`config.mk`:
```
export PLATFORM = sky130hd
export DESIGN_NAME = rpa_ctrl
export DESIGN_NICKNAME = d
export VERILOG_FILES = /design/src/hdl/rpa_pkg.sv /design/src/hdl/rpa_ctrl.sv
export VERILOG_INCLUDE_DIRS = /design/src /design/src/hdl
export SDC_FILE = /design/constraint.sdc
export NUM_CORES = 1
export LEC_CHECK = 0
export BUFFER_PORTS_ARGS = -buffer_cell sky130_fd_sc_hd__buf_2
export CAP_MARGIN = 10
export CORE_AREA = 4 4 41 43
export CTS_CLUSTER_SIZE = 10
export DETAILED_ROUTE_END_ITERATION = 6
export DIE_AREA = 0 0 45 47
export PLACE_DENSITY = 0.39
export SYNTH_ARGS = -nofsm -noshare
export SYNTH_HDL_FRONTEND = slang
export SYNTH_SLANG_ARGS = --single-unit
```
`constraint.sdc`:
```
create_clock -name clk -period 1.95 [get_ports clk]
set_input_delay 0.195 -clock clk [delete_from_list [all_inputs] [get_ports clk]]
set_output_delay 0.195 -clock clk [all_outputs]
set_load 0.005 [all_outputs]
```
`src/hdl/refcounted_page_allocator_core_macros.svh`:
```
// assertion macros for the page allocator modules, used by rpa_ctrl
// depends on nothing; each user supplies clk and rst_n in scope
`ifndef REFCOUNTED_PAGE_ALLOCATOR_CORE_MACROS_SVH
`define REFCOUNTED_PAGE_ALLOCATOR_CORE_MACROS_SVH

// property holds at every clock edge outside reset
`define RPA_ASSERT_ALWAYS(lbl, expr, msg) \
    lbl: assert property (@(posedge clk) disable iff (!rst_n) (expr)) else $error(msg);

// antecedent at one edge implies consequent at the next edge
`define RPA_ASSERT_NEXT(lbl, ante, cons, msg) \
    lbl: assert property (@(posedge clk) disable iff (!rst_n) (ante) |=> (cons)) else $error(msg);

`endif

```
`src/hdl/rpa_pkg.sv`:
```
// shared types, codes and default sizes for the page allocator
// no dependencies
package rpa_pkg;

    localparam int NUM_PAGES_DEF  = 32768;
    localparam int COUNT_BITS_DEF = 8;

    localparam int CMD_W    = 3;
    localparam int PAGE_W   = 15;
    localparam int REFC_W   = 8;
    localparam int STATUS_W = 3;

    localparam logic [CMD_W-1:0] CMD_ALLOC  = 3'd0;
    localparam logic [CMD_W-1:0] CMD_FREE   = 3'd1;
    localparam logic [CMD_W-1:0] CMD_INC    = 3'd2;
    localparam logic [CMD_W-1:0] CMD_DEC    = 3'd3;
    localparam logic [CMD_W-1:0] CMD_READ   = 3'd4;
    localparam logic [CMD_W-1:0] CMD_DONATE = 3'd5;

    localparam logic [STATUS_W-1:0] ST_OK    = 3'd0;
    localparam logic [STATUS_W-1:0] ST_EMPTY = 3'd1;
    localparam logic [STATUS_W-1:0] ST_RANGE = 3'd2;
    localparam logic [STATUS_W-1:0] ST_ZERO  = 3'd3;
    localparam logic [STATUS_W-1:0] ST_SAT   = 3'd4;

    // controller to datapath
    typedef struct packed {
        logic load;    // input beat taken, launch memory reads
        logic commit;  // apply writes and load the result register
        logic clr;     // clearing pass step on the count memory
    } ctrl_cmd_t;

    // datapath to controller
    typedef struct packed {
        logic clr_last;  // clearing pass is at its last entry
    } dp_status_t;

endpackage

```
`src/hdl/rpa_ctrl.sv`:
```
// command sequencer: clearing pass, accept, execute, result register handshake
// depends on rpa_pkg and refcounted_page_allocator_core_macros.svh
`include "refcounted_page_allocator_core_macros.svh"

module rpa_ctrl (
    input  logic                 clk,
    input  logic                 rst_n,
    input  logic                 in_valid,
    output logic                 in_ready,
    output logic                 out_valid,
    input  logic                 out_ready,
    output rpa_pkg::ctrl_cmd_t   ctl,
    input  rpa_pkg::dp_status_t  sts
);

    localparam logic [1:0] ST_CLEAR = 2'd0;
    localparam logic [1:0] ST_IDLE  = 2'd1;
    localparam logic [1:0] ST_EXEC  = 2'd2;

    logic [1:0] state_reg, state_next;
    logic       out_valid_reg, out_valid_next;
    logic       slot_free;

    // result register can take a new beat if empty or draining this cycle
    assign slot_free  = !out_valid_reg || out_ready;
    assign in_ready   = state_reg == ST_IDLE;
    assign out_valid  = out_valid_reg;
    assign ctl.load   = in_valid && in_ready;
    assign ctl.commit = (state_reg == ST_EXEC) && slot_free;
    assign ctl.clr    = state_reg == ST_CLEAR;

    always_comb
    begin
        state_next = state_reg;
        unique case (state_reg)
            ST_CLEAR:
            begin
                if (sts.clr_last)
                begin
                    state_next = ST_IDLE;
                end
            end
            ST_IDLE:
            begin
                if (ctl.load)
                begin
                    state_next = ST_EXEC;
                end
            end
            ST_EXEC:
            begin
                if (ctl.commit)
                begin
                    state_next = ST_IDLE;
                end
            end
            default:
            begin
                state_next = ST_IDLE;
            end
        endcase
    end

    always_comb
    begin
        out_valid_next = out_valid_reg;
        if (ctl.commit)
        begin
            out_valid_next = 1'b1;
        end
        else if (out_ready)
        begin
            out_valid_next = 1'b0;
        end
    end

    always_ff @(posedge clk or negedge rst_n)
    begin
        if (!rst_n)
        begin
            state_reg     <= ST_CLEAR;
            out_valid_reg <= 1'b0;
        end
        else
        begin
            state_reg     <= state_next;
            out_valid_reg <= out_valid_next;
        end
    end

    `RPA_ASSERT_NEXT(a_load_to_exec, ctl.load, state_reg == ST_EXEC, "accepted beat did not enter execute")
    `RPA_ASSERT_NEXT(a_commit_valid, ctl.commit, out_valid_reg, "committed result not presented")
    `RPA_ASSERT_NEXT(a_stall_holds, (state_reg == ST_EXEC) && !slot_free, state_reg == ST_EXEC, "execute left while result register full")
    `RPA_ASSERT_NEXT(a_clear_runs, (state_reg == ST_CLEAR) && !sts.clr_last, state_reg == ST_CLEAR, "clearing pass ended early")
    `RPA_ASSERT_ALWAYS(a_no_load_clear, !(ctl.clr && ctl.load), "beat taken during clearing pass")

endmodule

```
After elaboration in Yosys (flattened, before gate mapping)
Cells that the tools add are included.
{ "word_totals": {"regBits": 3, "in_bits": 5, "output_inout_bits": 5, "elab_cells": 20} }
{ "classes": {"n_eq_ne": 5, "muxes": 6, "reduce_logical": 7} }
{ "ops": {"columns": ["cell", "count"], "rows": [
  ["two-way mux 2 bit", 3],
  ["case mux 2 bit (3 select lines)", 1],
  ["inequality test 2 x 1 -> 1 bit (second input constant)", 2],
  ["AND reduction 3 bit", 1],
  ["== test 2 x 1 -> 1 bit (second input constant)", 1],
  ["== test 2 bit (second input constant)", 1],
  ["logical AND 1 bit", 2],
  ["zero test 2 bit", 1],
  ["two-way mux 1 bit", 2],
  ["inequality test 2 bit (second input constant)", 1],
  ["nonzero test 2 bit", 1],
  ["zero test 1 bit", 1],
  ["logical OR 1 bit", 1]
]} }

Longest topological paths before layout
{ "logic_depth": {"depth_word": 5, "depth_mapped": 3, "mapped_depth_nobuf": 2} }

Least setup slack after synthesis
No wires, ideal clock.
{ "synth_timing": {"path_kind": "reg-to-output", "start": "reg state_reg[0]", "end": "out ctl[1] (netlist bit)", "t_arrival_ns": 0.904, "t_required_ns": 1.755, "path_slack_ns": 0.851, "stages_incl_launch_ff": 4, "n_path_buf": 1, "cell_sequence": "dfrtp_1 > or2b_2 > a21oi_1 > buf_4"} }
{ "synth_lines": {"columns": ["element", "line", "source"], "rows": [
  ["start, declared", "rpa_ctrl.sv:20", "logic [1:0] state_reg, state_next;"],
  ["start signal, assigned", "rpa_ctrl.sv:86", "state_reg <= state_next;"],
  ["end, declared", "rpa_ctrl.sv:12", "output rpa_pkg::ctrl_cmd_t ctl,"]
]} }

==> insert_results.sql <==
INSERT INTO impl_metrics (metric_group, metric, value, unit) VALUES
('run_status', 'run_status', 'completed', ''),
('timing', 'fmax', '0.7274', 'GHz'),
('synth', 'yosysWarnings', '0', ''),
('detailed_routing', 'mean_routed_wirelength_per_cell', '8.136', 'um'),
('critical_path', 'cp.arrival', '1.18', 'ns'),
('synth', 'synth_top_cells_by_area', 'dfrtp_1 (47%), and4bb_2 (7.9%), nor3_1 (6.3%)', ''),
('synth', 'postSynth.asyncResetShare', '100.0', '%'),
('critical_path', 'rr_startpoint', 'state_reg[1]$_DFFE_PN0P_', ''),
('timing', 'layout_worst_path_cycle_share', '70.50', '%'),
('floorplan', 'start_util', '12.21', '%'),
('critical_path', 'cp_data_required_time', '1.75', 'ns'),
('global_route', 'first_global_vias', '166', ''),
('global_route', 'track_usage', '4.751', '%'),
('detailed_routing', 'remaining_drc_errors', '0', ''),
('floorplan', 'core_area', '1301', 'um2'),
('min_path', 'hold_depth', '2', ''),
('synth', 'synth_register_bits', '3', ''),
('critical_path', 'worst-r2r-cell-count', '2', ''),
('critical_path', 'setup.worst_path.end_class', 'output pin', ''),
('pwr', 'cellLeakagePower', '0.1320', 'nW'),
('critical_path', 'maximum_fanout_count_along_the_critical_path', '6', ''),
('critical_path', 'timing.rr.end', 'state_reg[1]$_DFFE_PN0P_', ''),
('run', 'cap_violations', '0', ''),
('clock_tree', 'clkSlewWorstSetupHoldPaths', '0.04', 'ns'),
('timing', 'fin_tns_setup', '0', 'ns'),
('global_route', 'wire_length_of_the_first_global_routing_pass', '634', 'um'),
('pwr', 'max-vdd-ir-drop', '0.3933', 'mV'),
('clock_tree', 'cts_tree', 'done', ''),
('synth', 'yosys.cell_count.top_type', 'dfrtp_1', ''),
('placed_design', 'io_buffer_count', '9', ''),
('layout', 'largest_reg_flops', '2', ''),
('critical_path', 'type_of_the_worst_setup_path', 'reg -> out', ''),
('clock_tree', 'h-tree-depth', '1', ''),
('layout', 'antenna-diode-count', '0', ''),
('timing', 'timing.clock.skew', '0.001188', 'ns'),
('floorplan', 'die_h', '47', 'um'),
('layout', 'finalCoreUtilization', '19.33', '%'),
('timing', 'period_minus_slack', '1.375', 'ns'),
('synth', 'yosysTopAreaCell', 'dfrtp_1', ''),
('placed_design', 'place.gp.congestion', '0.6077', ''),
('clock_tree', 'cts.sinks', '3', ''),
('clock_tree', 'deepest_clock_path_buffer_count', '2', ''),
('layout', 'final_nets', '35', ''),
('clock_tree', 'clock_buffer_count_from_cts', '3', ''),
('synth', 'fraction_of_the_yosys_area_taken_by_sequential_cells', '47.24', '%'),
('layout', 'area_delta_synth_final', '58.27', '%'),
('detailed_routing', 'drt_first_pass_iters', '4', ''),
('timing', 'grt_setup_unrepaired', 'false', ''),
('detailed_routing', 'antenna_left', '0', ''),
('timing', 'setup-violations-final', '0', ''),
('timing', 'report.final.hold_viol_count', '0', ''),
('synth', 'net_count_after_synthesis', '21', ''),
('synth', 'netlist_area', '158.9', 'um2'),
('timing', 'worstMarginPinSlew', '0.1748', 'ns'),
('synth', 'synthCells', '16', ''),
('global_route', 'grt_overflow', '0', ''),
('global_route', 'grt_start_max_net_pins', '7', ''),
('layout', 'post_route_cells_drive_above_1_share', '51.72', '%'),
('floorplan', 'dieWidth', '45', 'um'),
('timing', 'final-max-slew-violation-count', '0', ''),
('synth', 'yosys.cell_types.count', '12', ''),
('min_path', 'worstHoldEndpoint', 'out_valid$_DFFE_PN0P_', ''),
('min_path', 'timing.hold.worst.start', 'out_ready', ''),
('detailed_routing', 'wirelength', '358', 'um'),
('clock_tree', 'insertion_delay', '0.23', 'ns'),
('floorplan', 'die_ar', '2115', 'um2'),
('critical_path', 'r2r_slack', '0.97', 'ns'),
('floorplan', 'ios', '10', ''),
('pwr', 'power-per-cell-area', '1340', 'nW/um2'),
('detailed_routing', 'via_count', '155', ''),
('clock_tree', 'cts_repair_resize_count', '0', ''),
('critical_path', 'critical_path.startpoint_type', 'flop', ''),
('detailed_routing', 'vias_per_cell', '3.523', ''),
('synth', 'synth_edf_count', '0', ''),
('floorplan', 'core.rowCount', '13', ''),
('synth', 'synth_area_per_cell', '9.931', 'um2'),
('timing', 'slew-limit-headroom', '88.26', '%'),
('synth', 'synth_commonest_cells', 'dfrtp_1 (3), inv_1 (2), nor3_1 (2)', ''),
('clock_tree', 'clock_tree.root_cell', 'clkbuf_4', ''),
('synth', 'synthDominantCellAreaShare', '47.24', '%'),
('synth', 'synth-main-ff-cell', 'dfrtp_1', ''),
('global_route', 'antenna_found_initial', '0', ''),
('min_path', 'worst_hold_path_type', 'in -> reg', ''),
('detailed_routing', 'drt_iter0_markers', '2', '');
-- report_power, final --
group / internal [mW] / switching, mW / total, mW
Clock: 0.0765 / 0.0287 / 0.105
Sequential: 0.0889 / 0.0296 / 0.118
Combinational: 0.0686 / 0.0448 / 0.113
-- cells by family (layout without fill, tap and decap cells) --
| logic type | after synthesis | count (layout) | synth area share (%) |
|---|---|---|---|
| and+or+nand+nor | 8 | 8 | 37.01 |
| buffers and inverters | 3 | 16 | 9.452 |
| DFF | 3 | 3 | 47.24 |
| AOI/OAI and AO/OA | 2 | 2 | 6.293 |
-- critical path, stage by stage, from the launching register on --
cell	delay, ns
dfrtp_1	0.41
or2b_2	0.31
a21oi_1	0.11
buf_2	0.12
-- worst max-delay path by stage --
stage                                   startpoint  endpoint  cells after the start  slack, ns
after detailed placement  state_reg[0]$_DFFE_PN0P_    ctl[1]                      3       0.81
after global routing      state_reg[1]$_DFFE_PN0P_    ctl[1]                      3       0.50
after CTS                 state_reg[0]$_DFFE_PN0P_    ctl[1]                      3       0.56
after global placement    state_reg[0]$_DFFE_PN0P_    ctl[1]                      3       0.83
after floorplan           state_reg[0]$_DFFE_PN0P_    ctl[1]                      3       0.85
final                     state_reg[0]$_DFFE_PN0P_    ctl[1]                      3       0.58
-- cells in the final DEF, fill, tap and decap left out, drive strengths merged --
cell,instances
a21oi,1
and2b,1
and3b,1
and4bb,1
buf,9
clkbuf,4
dfrtp,3
dlygate4sd3,1
inv,2
nor2,1
nor3,2
o21ai,1
or2,1
or2b,1
-- layout make-up --
type | count | area (um2)
sequential | 3 | 75.07
fill | 158 | 1050
clock buffer | 4 | 26.28
timing repair buffer | 10 | 55.05
tap | 15 | 18.77
multi-input combinational | 10 | 68.82
inverter | 2 | 7.507
-- metrics by stage --
step / power (mW) / area (um2) / cells / hold WS [ns] / setup WS (ns)
CTS: 0.3462 / 251.5 / 44 / 0.1881 / 0.5641
floorplan: 0.1811 / 158.9 / 16 / -0.1006 / 0.8514
global route: 0.3747 / 251.5 / 44 / 0.2225 / 0.5047
global placement: 0.2281 / 215.2 / 39 / -0.008537 / 0.8322
detailed placement: 0.2337 / 215.2 / 39 / -0.002047 / 0.8120
finish: 0.3370 / 251.5 / 44 / 0.1952 / 0.5753
-- what timing repair did --
action                    in CTS  in global routing
hold endpoints to repair       3                  0
hold buffers                   1                  0
buffers inserted               0                  0
-- metal layers --
layer,up-vias,GRT usage [%],share of wire [%]
met1,63,4.577,46
met4,0,1.754,0
li1,80,-,-
met5,-,0,0
met3,0,6.513,25
met2,12,5.650,29
No activity file was read; power rests on OpenSTA's default activity.
